==> src/hdl/madt_pkg.sv <==
// Package for the MADT entry parser: caps, codes, item and job types.
// No dependencies; used by every design file but the interfaces and macros, and by the testbench.
package madt_pkg;

	localparam int MAX_PROCESSORS     = 64;
	localparam int MAX_IO_CONTROLLERS = 8;
	localparam int MAX_OVERRIDES      = 16;

	localparam int PROC_CNT_W = $clog2(MAX_PROCESSORS + 1);
	localparam int IO_CNT_W   = $clog2(MAX_IO_CONTROLLERS + 1);
	localparam int OV_CNT_W   = $clog2(MAX_OVERRIDES + 1);
	localparam int OV_IDX_W   = (MAX_OVERRIDES > 1) ? $clog2(MAX_OVERRIDES) : 1;

	localparam logic [31:0] HEADER_BYTES = 32'd44;

	localparam int QUEUE_DEPTH = 4;
	localparam int Q_IDX_W     = $clog2(QUEUE_DEPTH);
	localparam int Q_CNT_W     = $clog2(QUEUE_DEPTH + 1);

	localparam logic [7:0] ENT_PROCESSOR = 8'd0;
	localparam logic [7:0] ENT_IO_CTRL   = 8'd1;
	localparam logic [7:0] ENT_OVERRIDE  = 8'd2;

	localparam logic [7:0] MIN_LEN_ENTRY     = 8'd2;
	localparam logic [7:0] MIN_LEN_PROCESSOR = 8'd8;
	localparam logic [7:0] MIN_LEN_IO_CTRL   = 8'd12;
	localparam logic [7:0] MIN_LEN_OVERRIDE  = 8'd10;

	typedef enum logic [2:0] {
		KIND_PROCESSOR = 3'd0,
		KIND_IO_CTRL   = 3'd1,
		KIND_OVERRIDE  = 3'd2,
		KIND_STATUS    = 3'd3,
		KIND_LOOKUP    = 3'd4
	} kind_t;

	typedef enum logic [2:0] {
		ST_OK        = 3'd0,
		ST_BAD_SIG   = 3'd1,
		ST_TOO_SHORT = 3'd2,
		ST_BAD_SUM   = 3'd3,
		ST_TRUNCATED = 3'd4
	} status_t;

	typedef enum logic {
		FUNC_BYTE  = 1'b0,
		FUNC_QUERY = 1'b1
	} func_t;

	typedef struct packed {
		func_t      func;
		logic [7:0] data_byte;
		logic       end_of_table;
		logic [7:0] irq;
	} req_t;

	typedef struct packed {
		kind_t       kind;
		logic [7:0]  first_id;
		logic [7:0]  second_id;
		logic        enabled;
		logic [31:0] address_or_gsi;
		logic [31:0] global_irq_base;
		logic [15:0] int_flags;
	} record_t;

	// One accepted item's worth of output: an optional record, then an optional status.
	typedef struct packed {
		logic    rec_v;
		record_t rec;
		logic    st_v;
		status_t st;
	} job_t;

	typedef struct packed {
		record_t rec;
		status_t status;
		logic    last_result;
	} result_t;

	// "APIC"
	function automatic logic [7:0] sig_byte(input logic [1:0] idx);
		logic [7:0] val;
		case (idx)
			2'd0: val = 8'h41;
			2'd1: val = 8'h50;
			2'd2: val = 8'h49;
			2'd3: val = 8'h43;
			default: val = 8'h00;
		endcase
		return val;
	endfunction

endpackage

==> src/hdl/madt_ifs.sv <==
// Valid/ready channel interfaces for the MADT entry parser.
// Standalone; field widths follow the request and response items.
interface madt_req_if;
	logic       valid;
	logic       ready;
	logic       func;
	logic [7:0] data_byte;
	logic       end_of_table;
	logic [7:0] irq;

	modport source (output valid, func, data_byte, end_of_table, irq, input ready);
	modport sink (input valid, func, data_byte, end_of_table, irq, output ready);
endinterface

interface madt_rsp_if;
	logic        valid;
	logic        ready;
	logic [2:0]  kind;
	logic [7:0]  first_id;
	logic [7:0]  second_id;
	logic        enabled;
	logic [31:0] address_or_gsi;
	logic [31:0] global_irq_base;
	logic [15:0] int_flags;
	logic [2:0]  status;
	logic        last_result;

	modport source (output valid, kind, first_id, second_id, enabled, address_or_gsi,
		global_irq_base, int_flags, status, last_result, input ready);
	modport sink (input valid, kind, first_id, second_id, enabled, address_or_gsi,
		global_irq_base, int_flags, status, last_result, output ready);
endinterface

==> src/hdl/madt_entry_parser.sv <==
// MADT entry parser: reads one interrupt controller description table a
// byte at a time, streams processor, io controller and override records,
// a closing status item, and answers irq override queries.
// Channels: req (sink) carries func, data_byte, end_of_table and irq; rsp
// (source) carries kind, ids, enabled, address_or_gsi, global_irq_base, int_flags,
// status and last_result. An item moves when valid and ready are both high.
// Throughput: one req item per cycle while the queue has a free slot. A req item
// with results is registered in the job queue before it reaches rsp; the final
// table byte of an entry can carry a record and a status, sent as two rsp items. The
// four-job queue between front end and output splitter sets how far req runs ahead.
// Reset: table walk state, counts and queue are cleared; the override store
// is empty because its count is zero. No clearing pass is needed.
// Stall: while rsp is not ready the queue fills; once it holds four jobs,
// req.ready drops until rsp takes the last item of a job. Bytes that yield no
// result still need a free queue slot to be accepted.
module madt_entry_parser (
	input  logic clk,
	input  logic arst_n,
	madt_req_if.sink   req,
	madt_rsp_if.source rsp
);
	import madt_pkg::*;

	req_t    req_item;
	logic    push_valid;
	job_t    push_job;
	logic    push_ready;
	logic    pop_valid;
	job_t    pop_job;
	logic    pop_ready;
	result_t out_item;

	assign req_item.func         = func_t'(req.func);
	assign req_item.data_byte    = req.data_byte;
	assign req_item.end_of_table = req.end_of_table;
	assign req_item.irq          = req.irq;

	madt_front u_front (
		.clk        (clk),
		.arst_n     (arst_n),
		.req_valid  (req.valid),
		.req_ready  (req.ready),
		.req_item   (req_item),
		.push_valid (push_valid),
		.push_job   (push_job),
		.push_ready (push_ready)
	);

	madt_queue u_queue (
		.clk        (clk),
		.arst_n     (arst_n),
		.push_valid (push_valid),
		.push_job   (push_job),
		.push_ready (push_ready),
		.pop_valid  (pop_valid),
		.pop_job    (pop_job),
		.pop_ready  (pop_ready)
	);

	madt_back u_back (
		.clk       (clk),
		.arst_n    (arst_n),
		.pop_valid (pop_valid),
		.pop_job   (pop_job),
		.pop_ready (pop_ready),
		.out_valid (rsp.valid),
		.out_item  (out_item),
		.out_ready (rsp.ready)
	);

	assign rsp.kind            = out_item.rec.kind;
	assign rsp.first_id        = out_item.rec.first_id;
	assign rsp.second_id       = out_item.rec.second_id;
	assign rsp.enabled         = out_item.rec.enabled;
	assign rsp.address_or_gsi  = out_item.rec.address_or_gsi;
	assign rsp.global_irq_base = out_item.rec.global_irq_base;
	assign rsp.int_flags       = out_item.rec.int_flags;
	assign rsp.status          = out_item.status;
	assign rsp.last_result     = out_item.last_result;

endmodule

==> src/hdl/madt_front.sv <==
// Front end: accepts items, parses table bytes, holds the override store
// and answers irq queries. Produces one job per item that has results. Uses madt_pkg.
module madt_front (
	input  logic            clk,
	input  logic            arst_n,
	input  logic            req_valid,
	output logic            req_ready,
	input  madt_pkg::req_t  req_item,
	output logic            push_valid,
	output madt_pkg::job_t  push_job,
	input  logic            push_ready
);
	import madt_pkg::*;

	logic [31:0]           byte_offset_q, byte_offset_n;
	logic [31:0]           table_length_q, table_length_n;
	logic [7:0]            running_sum_q, running_sum_n;
	logic                  sig_ok_q, sig_ok_n;
	logic [7:0]            entry_pos_q, entry_pos_n;
	logic [7:0]            entry_type_q, entry_type_n;
	logic [7:0]            entry_len_q, entry_len_n;
	logic                  walk_stopped_q, walk_stopped_n;
	logic [63:0]           staging_q, staging_n;
	logic [15:0]           ids_q, ids_n;
	logic [PROC_CNT_W-1:0] proc_cnt_q, proc_cnt_n;
	logic [IO_CNT_W-1:0]   io_cnt_q, io_cnt_n;
	logic [OV_CNT_W-1:0]   ov_cnt_q, ov_cnt_n;

	logic [7:0]            ov_src_q   [MAX_OVERRIDES];
	logic [31:0]           ov_gsi_q   [MAX_OVERRIDES];
	logic [15:0]           ov_flags_q [MAX_OVERRIDES];

	logic                  take;
	logic                  ov_wr;
	logic [OV_IDX_W-1:0]   ov_wr_idx;
	logic [7:0]            b;
	logic [7:0]            p;
	logic [7:0]            len_eff;
	logic                  proceed;
	logic [2:0]            lane;
	logic                  hit;
	logic [31:0]           hit_gsi;
	logic [15:0]           hit_flags;
	record_t               rec;
	logic                  rec_v;
	logic                  st_v;
	status_t               st;

	assign req_ready = push_ready;
	assign take      = req_valid && req_ready;
	assign ov_wr_idx = OV_IDX_W'(ov_cnt_q);

	// first override whose source matches the queried irq
	always_comb begin
		hit       = 1'b0;
		hit_gsi   = '0;
		hit_flags = '0;
		for (int i = 0; i < MAX_OVERRIDES; i++) begin
			if (!hit && (OV_CNT_W'(i) < ov_cnt_q) && ov_src_q[i] == req_item.irq) begin
				hit       = 1'b1;
				hit_gsi   = ov_gsi_q[i];
				hit_flags = ov_flags_q[i];
			end
		end
	end

	always_comb begin
		byte_offset_n  = byte_offset_q;
		table_length_n = table_length_q;
		running_sum_n  = running_sum_q;
		sig_ok_n       = sig_ok_q;
		entry_pos_n    = entry_pos_q;
		entry_type_n   = entry_type_q;
		entry_len_n    = entry_len_q;
		walk_stopped_n = walk_stopped_q;
		staging_n      = staging_q;
		ids_n          = ids_q;
		proc_cnt_n     = proc_cnt_q;
		io_cnt_n       = io_cnt_q;
		ov_cnt_n       = ov_cnt_q;
		ov_wr          = 1'b0;
		rec            = '0;
		rec_v          = 1'b0;
		st_v           = 1'b0;
		st             = ST_OK;
		b              = req_item.data_byte;
		p              = entry_pos_q;
		len_eff        = entry_len_q;
		proceed        = 1'b1;
		lane           = 3'(entry_pos_q - 8'd4);

		if (req_item.func == FUNC_QUERY) begin
			rec_v               = 1'b1;
			rec.kind            = KIND_LOOKUP;
			rec.first_id        = req_item.irq;
			rec.address_or_gsi  = {24'd0, req_item.irq};
			if (byte_offset_q == '0 && hit) begin
				rec.address_or_gsi = hit_gsi;
				rec.int_flags      = hit_flags;
			end
		end else begin
			if (byte_offset_q == '0) begin
				proc_cnt_n = '0;
				io_cnt_n   = '0;
				ov_cnt_n   = '0;
			end
			if (byte_offset_q < 32'd4 && b != sig_byte(byte_offset_q[1:0]))
				sig_ok_n = 1'b0;
			if (byte_offset_q >= 32'd4 && byte_offset_q < 32'd8)
				table_length_n[byte_offset_q[1:0]*8 +: 8] =
					table_length_q[byte_offset_q[1:0]*8 +: 8] | b;
			if (byte_offset_q < 32'd8 || byte_offset_q < table_length_q)
				running_sum_n = running_sum_q + b;

			if (sig_ok_q && !walk_stopped_q && byte_offset_q >= HEADER_BYTES &&
					byte_offset_q < table_length_q) begin
				if (p == 8'd0) begin
					entry_type_n = b;
					staging_n    = '0;
					ids_n        = '0;
					entry_pos_n  = 8'd1;
				end else begin
					if (p == 8'd1) begin
						entry_len_n = b;
						len_eff     = b;
						if (b < MIN_LEN_ENTRY || ({1'b0, byte_offset_q} - 33'd1 + {25'd0, b}) >
								{1'b0, table_length_q}) begin
							walk_stopped_n = 1'b1;
							proceed        = 1'b0;
						end
					end else if (p < 8'd4) begin
						ids_n[p[0]*8 +: 8] = b;
					end else if (p < 8'd12) begin
						staging_n[lane*8 +: 8] = b;
					end

					if (proceed) begin
						if ({1'b0, p} + 9'd1 < {1'b0, len_eff}) begin
							entry_pos_n = p + 8'd1;
						end else begin
							entry_pos_n = 8'd0;
							if (entry_type_q == ENT_PROCESSOR && len_eff >= MIN_LEN_PROCESSOR &&
									proc_cnt_q < PROC_CNT_W'(MAX_PROCESSORS)) begin
								proc_cnt_n     = PROC_CNT_W'(proc_cnt_q + 1'b1);
								rec_v          = 1'b1;
								rec.kind       = KIND_PROCESSOR;
								rec.first_id   = ids_n[7:0];
								rec.second_id  = ids_n[15:8];
								rec.enabled    = staging_n[0];
							end else if (entry_type_q == ENT_IO_CTRL &&
									len_eff >= MIN_LEN_IO_CTRL &&
									io_cnt_q < IO_CNT_W'(MAX_IO_CONTROLLERS)) begin
								io_cnt_n            = IO_CNT_W'(io_cnt_q + 1'b1);
								rec_v               = 1'b1;
								rec.kind            = KIND_IO_CTRL;
								rec.first_id        = ids_n[7:0];
								rec.address_or_gsi  = staging_n[31:0];
								rec.global_irq_base = staging_n[63:32];
							end else if (entry_type_q == ENT_OVERRIDE &&
									len_eff >= MIN_LEN_OVERRIDE &&
									ov_cnt_q < OV_CNT_W'(MAX_OVERRIDES)) begin
								ov_cnt_n           = OV_CNT_W'(ov_cnt_q + 1'b1);
								ov_wr              = 1'b1;
								rec_v              = 1'b1;
								rec.kind           = KIND_OVERRIDE;
								rec.first_id       = ids_n[15:8];
								rec.address_or_gsi = staging_n[31:0];
								rec.int_flags      = staging_n[47:32];
							end
						end
					end
				end
			end

			if (req_item.end_of_table) begin
				st_v = 1'b1;
				if (byte_offset_q < 32'd3)
					st = ST_TRUNCATED;
				else if (!sig_ok_n)
					st = ST_BAD_SIG;
				else if (byte_offset_q < 32'd7)
					st = ST_TRUNCATED;
				else if (table_length_n < HEADER_BYTES)
					st = ST_TOO_SHORT;
				else if ({1'b0, byte_offset_q} + 33'd1 < {1'b0, table_length_n})
					st = ST_TRUNCATED;
				else if (running_sum_n != 8'd0)
					st = ST_BAD_SUM;
				else
					st = ST_OK;
				if (st != ST_OK)
					ov_cnt_n = '0;
				byte_offset_n  = '0;
				table_length_n = '0;
				running_sum_n  = '0;
				sig_ok_n       = 1'b1;
				entry_pos_n    = '0;
				entry_type_n   = '0;
				entry_len_n    = '0;
				walk_stopped_n = 1'b0;
				staging_n      = '0;
				ids_n          = '0;
			end else if (byte_offset_q != '1) begin
				byte_offset_n = byte_offset_q + 32'd1;
			end
		end
	end

	assign push_valid     = take && (rec_v || st_v);
	assign push_job.rec_v = rec_v;
	assign push_job.rec   = rec;
	assign push_job.st_v  = st_v;
	assign push_job.st    = st;

	always_ff @(posedge clk or negedge arst_n) begin
		if (!arst_n) begin
			byte_offset_q  <= '0;
			table_length_q <= '0;
			running_sum_q  <= '0;
			sig_ok_q       <= 1'b1;
			entry_pos_q    <= '0;
			entry_type_q   <= '0;
			entry_len_q    <= '0;
			walk_stopped_q <= 1'b0;
			staging_q      <= '0;
			ids_q          <= '0;
			proc_cnt_q     <= '0;
			io_cnt_q       <= '0;
			ov_cnt_q       <= '0;
		end else if (take) begin
			byte_offset_q  <= byte_offset_n;
			table_length_q <= table_length_n;
			running_sum_q  <= running_sum_n;
			sig_ok_q       <= sig_ok_n;
			entry_pos_q    <= entry_pos_n;
			entry_type_q   <= entry_type_n;
			entry_len_q    <= entry_len_n;
			walk_stopped_q <= walk_stopped_n;
			staging_q      <= staging_n;
			ids_q          <= ids_n;
			proc_cnt_q     <= proc_cnt_n;
			io_cnt_q       <= io_cnt_n;
			ov_cnt_q       <= ov_cnt_n;
		end
	end

	always_ff @(posedge clk) begin
		if (take && ov_wr) begin
			ov_src_q[ov_wr_idx]   <= ids_n[15:8];
			ov_gsi_q[ov_wr_idx]   <= staging_n[31:0];
			ov_flags_q[ov_wr_idx] <= staging_n[47:32];
		end
	end

endmodule

==> src/hdl/madt_queue.sv <==
// Job queue between the front and back ends of the MADT entry parser.
// Small register FIFO of madt_pkg::job_t entries.
module madt_queue (
	input  logic            clk,
	input  logic            arst_n,
	input  logic            push_valid,
	input  madt_pkg::job_t  push_job,
	output logic            push_ready,
	output logic            pop_valid,
	output madt_pkg::job_t  pop_job,
	input  logic            pop_ready
);
	import madt_pkg::*;

	job_t               mem_q [QUEUE_DEPTH];
	logic [Q_IDX_W-1:0] wr_ptr_q;
	logic [Q_IDX_W-1:0] rd_ptr_q;
	logic [Q_CNT_W-1:0] count_q;
	logic               do_push;
	logic               do_pop;

	assign push_ready = count_q != Q_CNT_W'(QUEUE_DEPTH);
	assign pop_valid  = count_q != '0;
	assign pop_job    = mem_q[rd_ptr_q];
	assign do_push    = push_valid && push_ready;
	assign do_pop     = pop_valid && pop_ready;

	always_ff @(posedge clk or negedge arst_n) begin
		if (!arst_n) begin
			wr_ptr_q <= '0;
			rd_ptr_q <= '0;
			count_q  <= '0;
		end else begin
			if (do_push)
				wr_ptr_q <= Q_IDX_W'(wr_ptr_q + 1'b1);
			if (do_pop)
				rd_ptr_q <= Q_IDX_W'(rd_ptr_q + 1'b1);
			if (do_push && !do_pop)
				count_q <= Q_CNT_W'(count_q + 1'b1);
			else if (do_pop && !do_push)
				count_q <= Q_CNT_W'(count_q - 1'b1);
		end
	end

	always_ff @(posedge clk) begin
		if (do_push)
			mem_q[wr_ptr_q] <= push_job;
	end

endmodule

==> src/hdl/madt_back.sv <==
// Back end: splits each queued job into its record and status items.
// Uses madt_pkg; the queue head is held until its last item is taken.
module madt_back (
	input  logic              clk,
	input  logic              arst_n,
	input  logic              pop_valid,
	input  madt_pkg::job_t    pop_job,
	output logic              pop_ready,
	output logic              out_valid,
	output madt_pkg::result_t out_item,
	input  logic              out_ready
);
	import madt_pkg::*;

	logic    rec_sent_q;
	logic    show_rec;
	logic    fire;
	record_t status_rec;

	assign show_rec = pop_job.rec_v && !rec_sent_q;
	assign fire     = out_valid && out_ready;
	assign out_valid = pop_valid;

	always_comb begin
		status_rec      = '0;
		status_rec.kind = KIND_STATUS;
		if (show_rec) begin
			out_item.rec         = pop_job.rec;
			out_item.status      = ST_OK;
			out_item.last_result = !pop_job.st_v;
		end else begin
			out_item.rec         = status_rec;
			out_item.status      = pop_job.st;
			out_item.last_result = 1'b1;
		end
	end

	assign pop_ready = fire && !(show_rec && pop_job.st_v);

	always_ff @(posedge clk or negedge arst_n) begin
		if (!arst_n)
			rec_sent_q <= 1'b0;
		else if (fire)
			rec_sent_q <= show_rec && pop_job.st_v;
	end

endmodule

==> src/flat_wrapper.sv <==
// flat-port wrapper written by rule: the top's interface ports become plain ports
module madt_entry_parser_flat import madt_pkg::*;
  (clk, arst_n, req_valid, req_func, req_data_byte, req_end_of_table, req_irq, req_ready, rsp_valid, rsp_kind, rsp_first_id, rsp_second_id, rsp_enabled, rsp_address_or_gsi, rsp_global_irq_base, rsp_int_flags, rsp_status, rsp_last_result, rsp_ready);
  madt_req_if req_i ();
  madt_rsp_if rsp_i ();
  input  logic clk;
  input  logic arst_n;
  input wire logic [$bits(req_i.valid)-1:0] req_valid;
  input wire logic [$bits(req_i.func)-1:0] req_func;
  input wire logic [$bits(req_i.data_byte)-1:0] req_data_byte;
  input wire logic [$bits(req_i.end_of_table)-1:0] req_end_of_table;
  input wire logic [$bits(req_i.irq)-1:0] req_irq;
  output wire logic [$bits(req_i.ready)-1:0] req_ready;
  output wire logic [$bits(rsp_i.valid)-1:0] rsp_valid;
  output wire logic [$bits(rsp_i.kind)-1:0] rsp_kind;
  output wire logic [$bits(rsp_i.first_id)-1:0] rsp_first_id;
  output wire logic [$bits(rsp_i.second_id)-1:0] rsp_second_id;
  output wire logic [$bits(rsp_i.enabled)-1:0] rsp_enabled;
  output wire logic [$bits(rsp_i.address_or_gsi)-1:0] rsp_address_or_gsi;
  output wire logic [$bits(rsp_i.global_irq_base)-1:0] rsp_global_irq_base;
  output wire logic [$bits(rsp_i.int_flags)-1:0] rsp_int_flags;
  output wire logic [$bits(rsp_i.status)-1:0] rsp_status;
  output wire logic [$bits(rsp_i.last_result)-1:0] rsp_last_result;
  input wire logic [$bits(rsp_i.ready)-1:0] rsp_ready;
  assign req_i.valid = req_valid;
  assign req_i.func = req_func;
  assign req_i.data_byte = req_data_byte;
  assign req_i.end_of_table = req_end_of_table;
  assign req_i.irq = req_irq;
  assign req_ready = req_i.ready;
  assign rsp_valid = rsp_i.valid;
  assign rsp_kind = rsp_i.kind;
  assign rsp_first_id = rsp_i.first_id;
  assign rsp_second_id = rsp_i.second_id;
  assign rsp_enabled = rsp_i.enabled;
  assign rsp_address_or_gsi = rsp_i.address_or_gsi;
  assign rsp_global_irq_base = rsp_i.global_irq_base;
  assign rsp_int_flags = rsp_i.int_flags;
  assign rsp_status = rsp_i.status;
  assign rsp_last_result = rsp_i.last_result;
  assign rsp_i.ready = rsp_ready;
  madt_entry_parser u_core (.clk(clk), .arst_n(arst_n), .req(req_i), .rsp(rsp_i));
endmodule
==> config.mk <==
export PLATFORM = sky130hd
export DESIGN_NAME = madt_entry_parser_flat
export DESIGN_NICKNAME = d
export VERILOG_FILES = /design/src/hdl/madt_pkg.sv /design/src/hdl/madt_ifs.sv /design/src/hdl/madt_entry_parser.sv /design/src/hdl/madt_front.sv /design/src/hdl/madt_queue.sv /design/src/hdl/madt_back.sv /design/src/flat_wrapper.sv
export SDC_FILE = /design/constraint.sdc
export NUM_CORES = 2
export LEC_CHECK = 0
export ABC_AREA = 1
export ABC_CLOCK_PERIOD_IN_PS = 28400
export BUFFER_PORTS_ARGS = -buffer_cell sky130_fd_sc_hd__buf_2
export CORE_MARGIN = 2
export CORE_UTILIZATION = 30
export CTS_BUF_LIST = sky130_fd_sc_hd__clkbuf_8
export CTS_CLUSTER_SIZE = 12
export DETAILED_ROUTE_END_ITERATION = 16
export GPL_TIMING_DRIVEN = 0
export PLACE_DENSITY = 0.43
export REMOVE_ABC_BUFFERS = 1
export SLEW_MARGIN = 20
export SYNTH_ARGS = -nofsm -noshare
export SYNTH_HDL_FRONTEND = slang
export SYNTH_SLANG_ARGS = --single-unit
==> constraint.sdc <==
create_clock -name clk -period 28.4 [get_ports clk]
set_input_delay 1.42 -clock clk [delete_from_list [all_inputs] [get_ports clk]]
set_output_delay 1.42 -clock clk [all_outputs]
set_load 0.03 [all_outputs]
# --- Word level (Yosys, flattened, before mapping) ---
# Memories as Yosys holds them, arrays and structs flattened.
# Index checks and enable logic that the tools add are counted.
op_classes:
  n_div: 0
  magnitude_cmp: 36
  n_reduce_logical: 99
  add_sub_neg: 18
  eq_ne: 26
  multipliers: 0
  muxes: 178
  bitwise: 2
  shifts: 7
ops:
  columns: ["op", "n"]
  rows:
  - ["32-bit two-way mux", 27]
  - ["16-bit two-way mux", 26]
  - ["99-bit two-way mux", 4]
  - ["64-bit two-way mux", 6]
  - ["8-bit two-way mux", 17]
  - ["8-bit equality test", 16]
  - ["104-bit two-way mux", 1]
  - ["80-bit two-way mux", 1]
  - ["64-bit bitwise mux", 1]
  - ["32-bit by 3-bit less-than comparator with 1-bit output, second input constant", 2]
  - ["8-bit by 34-bit variable shift with 64-bit output, first input constant", 1]
  - ["8-bit by 34-bit indexed part select with 64-bit output", 1]
  - ["1-bit logical AND", 54]
  - ["1-bit two-way mux", 50]
  - ["5-bit two-way mux", 10]
  - ["48-bit two-way mux", 1]
  - ["7-bit two-way mux", 6]
  - ["4-bit by 5-bit less-than comparator with 1-bit output, first input constant", 8]
  - ["4-bit negation with 34-bit output", 1]
  - ["5-bit negation with 34-bit output", 1]
  - ["6-bit negation with 34-bit output", 1]
  - ["8-bit by 34-bit variable shift with 16-bit output, first input constant", 1]
  - ["8-bit by 34-bit variable shift with 32-bit output, first input constant", 1]
  - ["8-bit by 34-bit indexed part select with 16-bit output", 1]
  - ["other kinds (66)", 128]
totals:
  ff_bits: 202
  word_cells: 389
  rom_bits: 0
  output_inout_bits: 106
  latch_bits: 0
  ram_bits: 1316
  mem_count: 4
mem_list:
  columns: ["name", "words", "word_bits", "read_ports", "rd_ports_with_merged_regs", "wr", "line", "rtl"]
  rows:
  - ["u_core.u_front.ov_gsi_q", 16, 32, 16, 0, 1, "madt_front.sv:30", "logic [31:0] ov_gsi_q [MAX_OVERRIDES];"]
  - ["u_core.u_queue.mem_q", 4, 105, 1, 0, 1, "madt_queue.sv:15", "job_t mem_q [QUEUE_DEPTH];"]
  - ["u_core.u_front.ov_flags_q", 16, 16, 16, 0, 1, "madt_front.sv:31", "logic [15:0] ov_flags_q [MAX_OVERRIDES];"]
  - ["u_core.u_front.ov_src_q", 16, 8, 16, 0, 1, "madt_front.sv:29", "logic [7:0] ov_src_q [MAX_OVERRIDES];"]

# --- Longest topological paths before layout ---
# An unclocked memory read counts as a cell.
depth:
  ltp_word: 67
  depth_mapped: 44
  depth_no_buf: 42

# --- Modules after synthesis ---
# Synthesis repeated with hierarchy kept, for this count alone.
unflattened:
  cells_unflattened: 7325
  hier_area_um2: 73137.6
by_module_without_submodules:
  columns: ["mod", "cells_each", "area_each_um2", "instances"]
  rows:
  - ["madt_front", 5813, 55169.2, 1]
  - ["madt_queue", 1284, 17066.4, 1]
  - ["madt_back", 228, 902.1, 1]

# --- Worst setup path after synthesis ---
# OpenSTA, ideal clock, no wires.
synth_path:
  kind: "input to register"
  startpoint: "input port req_data_byte[1]"
  endpoint: "memory u_core.u_queue.mem_q[0][0] in the netlist's numbering (enable)"
  setup_ps: 570
  arrival_time_ps: 9989
  t_required_ps: 27830
  path_buffers: 0
  cell_stages: 35
  setup_slack_ps: 17841
  path_cell_list: "clkinv_1 -> ha_1 -> inv_1 -> ha_1 -> fa_1 -> nand3_1 -> nand2_1 -> a31oi_1 -> o21ai_0 -> a31oi_1 -> o21ai_0 -> a21boi_0 -> xor2_1 -> inv_1 -> ha_1 -> nand2_1 -> inv_1 -> nand2_1 -> nor2_1 -> a21boi_0 -> o21ai_0 -> nand3_1 -> nand2_1 -> nand2_1 -> nand2_1 -> nand2_1 -> nand2_1 -> nand2_1 -> nand2_1 -> nand3_1 -> nand2_1 -> nand3_1 -> nand3_1 -> nand2_1 -> nor2_1"
synth_between:
  elab_chain_len: 20
  word_cells_on_any_way: 36
  classes_between: "add/sub: 1; order compare: 6; mux: 19; reduce/logical: 10"
synth_lines:
  columns: ["element", "line", "rtl"]
  rows:
  - ["start: declaration", "flat_wrapper.sv:10", "input wire logic [$bits(req_i.data_byte)-1:0] req_data_byte;"]
  - ["branches (longest 11 deep; another with 33-bit by 8-bit adder with 33-bit output)", null, null]
  - ["1-bit two-way mux (*)", "madt_front.sv:137", "if (proceed) begin"]
  - ["1-bit two-way mux (*)", "madt_front.sv:117", "if (p == 8'd0) begin"]
  - ["1-bit two-way mux (*)", "madt_front.sv:115", "if (sig_ok_q && !walk_stopped_q && byte_offset_q >= HEADER_BYTES &&"]
  - ["1-bit two-way mux (*)", "madt_front.sv:92", "if (req_item.func == FUNC_QUERY) begin"]
  - ["1-bit logical OR (*)", "madt_front.sv:209", "assign push_valid = take && (rec_v || st_v);"]
  - ["1-bit logical AND (*)", "madt_front.sv:209", null]
  - ["1-bit logical AND (*)", "madt_queue.sv:25", "assign do_push = push_valid && push_ready;"]
  - ["1-bit two-way mux (*)", "madt_queue.sv:46", "if (do_push)"]
  - ["1-bit two-way mux (implied by the code) (*)", "madt_queue.sv:47", "mem_q[wr_ptr_q] <= push_job;"]
  - ["end: declaration", "madt_queue.sv:15", null]
# Every way passes the cells marked *. The select of a mux whose other input is x is not followed.

# --- Final worst setup path ---
layout_path:
  startpoint: "input port req_data_byte[1]"
  endpoint: "memory u_core.u_front.ov_gsi_q[4][27] (enable)"
layout_between:
  elab_chain_len: 18
  word_cells_on_any_way: 34
  classes_between: "add/sub: 1; order compare: 6; mux: 19; reduce/logical: 8"
layout_lines:
  columns: ["element", "line", "rtl"]
  rows:
  - ["branches (longest 11 deep; another with 33-bit by 8-bit adder with 33-bit output)", null, null]
  - ["1-bit two-way mux (*)", "madt_front.sv:137", null]
  - ["1-bit two-way mux (*)", "madt_front.sv:117", null]
  - ["1-bit two-way mux (*)", "madt_front.sv:115", null]
  - ["1-bit two-way mux (*)", "madt_front.sv:92", null]
  - ["1-bit logical AND (*)", "madt_front.sv:248", "if (take && ov_wr) begin"]
  - ["1-bit two-way mux (*)", "madt_front.sv:248", null]
  - ["1-bit two-way mux (implied by the code) (*)", "madt_front.sv:250", "ov_gsi_q[ov_wr_idx] <= staging_n[31:0];"]
  - ["end: declaration", "madt_front.sv:30", null]
# Marks and branches as above.

==> results.yml <==
logic_synthesis:
  synthFlopType: "edfxtp_1"
  ys_seq_area_share_pct: 62.5
  ys_seq_elements: 1518
  synth_cell_types: 67
  yosysTopAreaCellShare_pct: 55.4
  avgSynthCellArea_um2: 10.2
  yosysMostFrequentCell: "edfxtp_1"
  ys_top_cells_by_area: "edfxtp_1 (55%), dfrtp_1 (7.1%), nand2_1 (6.7%)"
  synth_top_area_cell: "edfxtp_1"
  syn_inst: 7015
  synthTopCellsByCount: "edfxtp_1 (1,316), nand2_1 (1,268), nor2_1 (1,112), inv_1 (675), o21ai_0 (480)"
  ys_async_sr_fraction_pct: 13.3
  syn_area_um2: 71300
  ys_warn_count: 0
  synth-edff-count: 1316
floorplan:
  dieArea_um2: 242000
  ios: 128
  rows: 179
  dieHeight_um: 492
  start_util_pct: 30.1
  core_um2: 237000
  die_w_um: 492
worst_setup_path:
  r2r_cells: 38
  cp_slowest_cell: "o21ai_0"
  setup.worst_path.start_class: "input port"
  path_class: "in2reg"
  worstPathRequired_ps: 29110
  worst_r2r_endpoint: "u_core.u_front.ov_gsi_q[4][27]"
  crit_path_frequent_cell: "nand2_1"
  rrSetupSlack_ps: 17520
  cpPeakStageDelay_ps: 900
  worstPathArrival_ps: 11970
  crit_fanout: 27
  r2r-start: "u_core.u_front.byte_offset_q[1]"
  cp-end-kind: "flip-flop"
global_route:
  grt_max_degree: 114
  grt.overflow.total: 0
  grt_pass1_wl_mm: 341
  track_usage_pct: 18.9
  antenna_found_initial: 11
  grt_pass1_vias: 49547
routing:
  routed_via_density: 4.83
  dr.pass1.iters: 7
  ant_nets: 0
  drc: 0
  wirelength_mm: 233
  vias: 51507
  wl_per_cell_um: 21.8
  drt_iter0_drc: 4190
power:
  leakagePower_uw: 0.0330
  combPwrFrac_pct: 30.9
  switchingPower_uw: 2610
  swShare_pct: 37.9
  pwr-share-clk_pct: 28.7
  power_density_nw_per_um2: 82.6
  internal_power_uw: 4280
  seq_power_share_pct: 40.4
  peakVddDrop_uv: 70.2
timing:
  fin_ws_ps: 17140
  hold_slack_ps: 210
  setup-violations-final: 0
  tightest_slew_ps: 1250
  fmax_mhz: 88.8
  clock_skew_ps: 80.9
  rsz0062_at_grt: "no"
  drv_slew: 0
  post-route-period-util_pct: 39.6
  hold_violations: 0
  tns_ps: 0
  worst_slew_margin_rel_pct: 16.1
  period_minus_slack_ps: 11260
clocking:
  clk_path_buf_depth: 4
  post-cts-setup-buffers: 0
  clkTransAtPathRegs_ps: 50
  clk_latency_ps: 1050
  cts.sinks: 1518
  hold_buffers: 0
  post_cts_resized: 0
  numCtsBuffers: 293
  cts_tree: "done"
  root_buffer: "clkbuf_8"
  cts_max_level: 5
final_layout:
  final_area_um2: 83400
  area_growth_pct: 16.9
  drive_gt1_share_pct: 10.9
  fin_nets: 7534
place:
  placed_cell_area_um2: 78300
  portBuffers: 127
  post-place-ws_ps: 16310
  dpl.hpwl_mm: 161
  gp_congestion: 0.890
status:
  status: "complete, no violations"
job:
  cap_violations: 0
min_path:
  hold_path.class: "in2async"
[cell usage in the layout (no fill, tap or decap), drive strengths merged, types with 201 or more instances in the layout]
master / netlist / final
nand2: 1275 / 1275
nor2: 1130 / 1130
buf: 103 / 273
o21ai: 502 / 502
a21oi: 323 / 323
edfxtp: 1316 / 1316
ha: 211 / 211
clkbuf: 182 / 315
nand3: 356 / 356
dfrtp: 201 / 201
inv: 697 / 805
[kinds of logic after synthesis]
family                     count (synthesis)  share of synthesized area, %
buffers and inverters                   1000                          5.61
adders and majority gates                214                          3.78
AOI/OAI and AO/OA                       1111                          8.56
DFF                                     1518                          62.5
and+or+nand+nor                         3027                          17.8
xor gates and xnor gates                 145                          1.78
[power by group through the flow]
stage | registers [µW] | logic [µW] | clock network (µW)
4_1_cts | 2780 | 2140 | 2040
2_1_floorplan | 2850 | 1180 | 0
3_5_place_dp | 2830 | 2130 | 0
5_1_grt | 2800 | 2320 | 2130
6_report | 2790 | 2130 | 1970
3_3_place_gp | 2960 | 1950 | 0
[worst max-delay path, delay by kind of cell]
| family | cells | cell delay, ps |
|---|---|---|
| AND/OR/NAND/NOR | 19 | 4600 |
| AO/OA/AOI/OAI | 7 | 2580 |
| buffers and inverters | 8 | 1860 |
| adder cells (fa/ha/maj) | 4 | 1210 |
| XOR/XNOR | 1 | 170 |
[worst max path at each step]
| stage | cells past startpoint | end | startpoint | slack, ps |
|---|---|---|---|---|
| after detailed placement | 39 | u_core.u_front.ov_gsi_q[4][23] | req_data_byte[1] | 16310 |
| final | 39 | u_core.u_front.ov_gsi_q[4][27] | req_data_byte[1] | 17140 |
| after floorplan | 6 | rsp_kind[0] | u_core.u_queue.rd_ptr_q[0] | 17120 |
| after CTS | 39 | u_core.u_front.ov_gsi_q[4][17] | req_data_byte[1] | 17410 |
| after global placement | 6 | rsp_address_or_gsi[25] | u_core.u_queue.rd_ptr_q[0] | 590 |
| after global routing | 39 | u_core.u_front.ov_gsi_q[4][17] | req_data_byte[1] | 16570 |
[area by class of cell]
cell class | instances | area, µm²
inverter | 715 | 2720
sequential | 1518 | 44600
antenna | 9 | 22.5
fill | 23720 | 154000
clock inverter | 180 | 773
clock buffer | 315 | 4340
tap | 3167 | 3960
timing repair buffer | 273 | 3670
multi-input combinational | 4497 | 23400
[state kept, by name (all words and copies together), names as in the netlist, 16 cells and up]
name	flops
u_core.u_front.ov_flags_q	256
u_core.u_front.byte_offset_q	32
u_core.u_front.table_length_q	32
u_core.u_front.ov_gsi_q	512
u_core.u_front.staging_q	64
u_core.u_front.ov_src_q	128
u_core.u_front.ids_q	16
u_core.u_queue.mem_q	420
[stage by stage]
stage               instances  util, %  power [µW]
floorplan                6730        -        4040
global route            10667     35.2        7250
detailed placement      10170     33.0        4960
finish                  10674     35.2        6890
global placement        10024     31.5        4910
CTS                     10665     35.2        6960
[metal layers]
layer	global-route usage, %	up-vias	share of wire [%]
met5	0	-	0.0056
met4	4.47	2	1.9
met3	3.13	332	5.1
met2	29.4	1342	45
met1	27.3	25229	48
li1	-	24602	-
(Power assumes the default switching activity.)
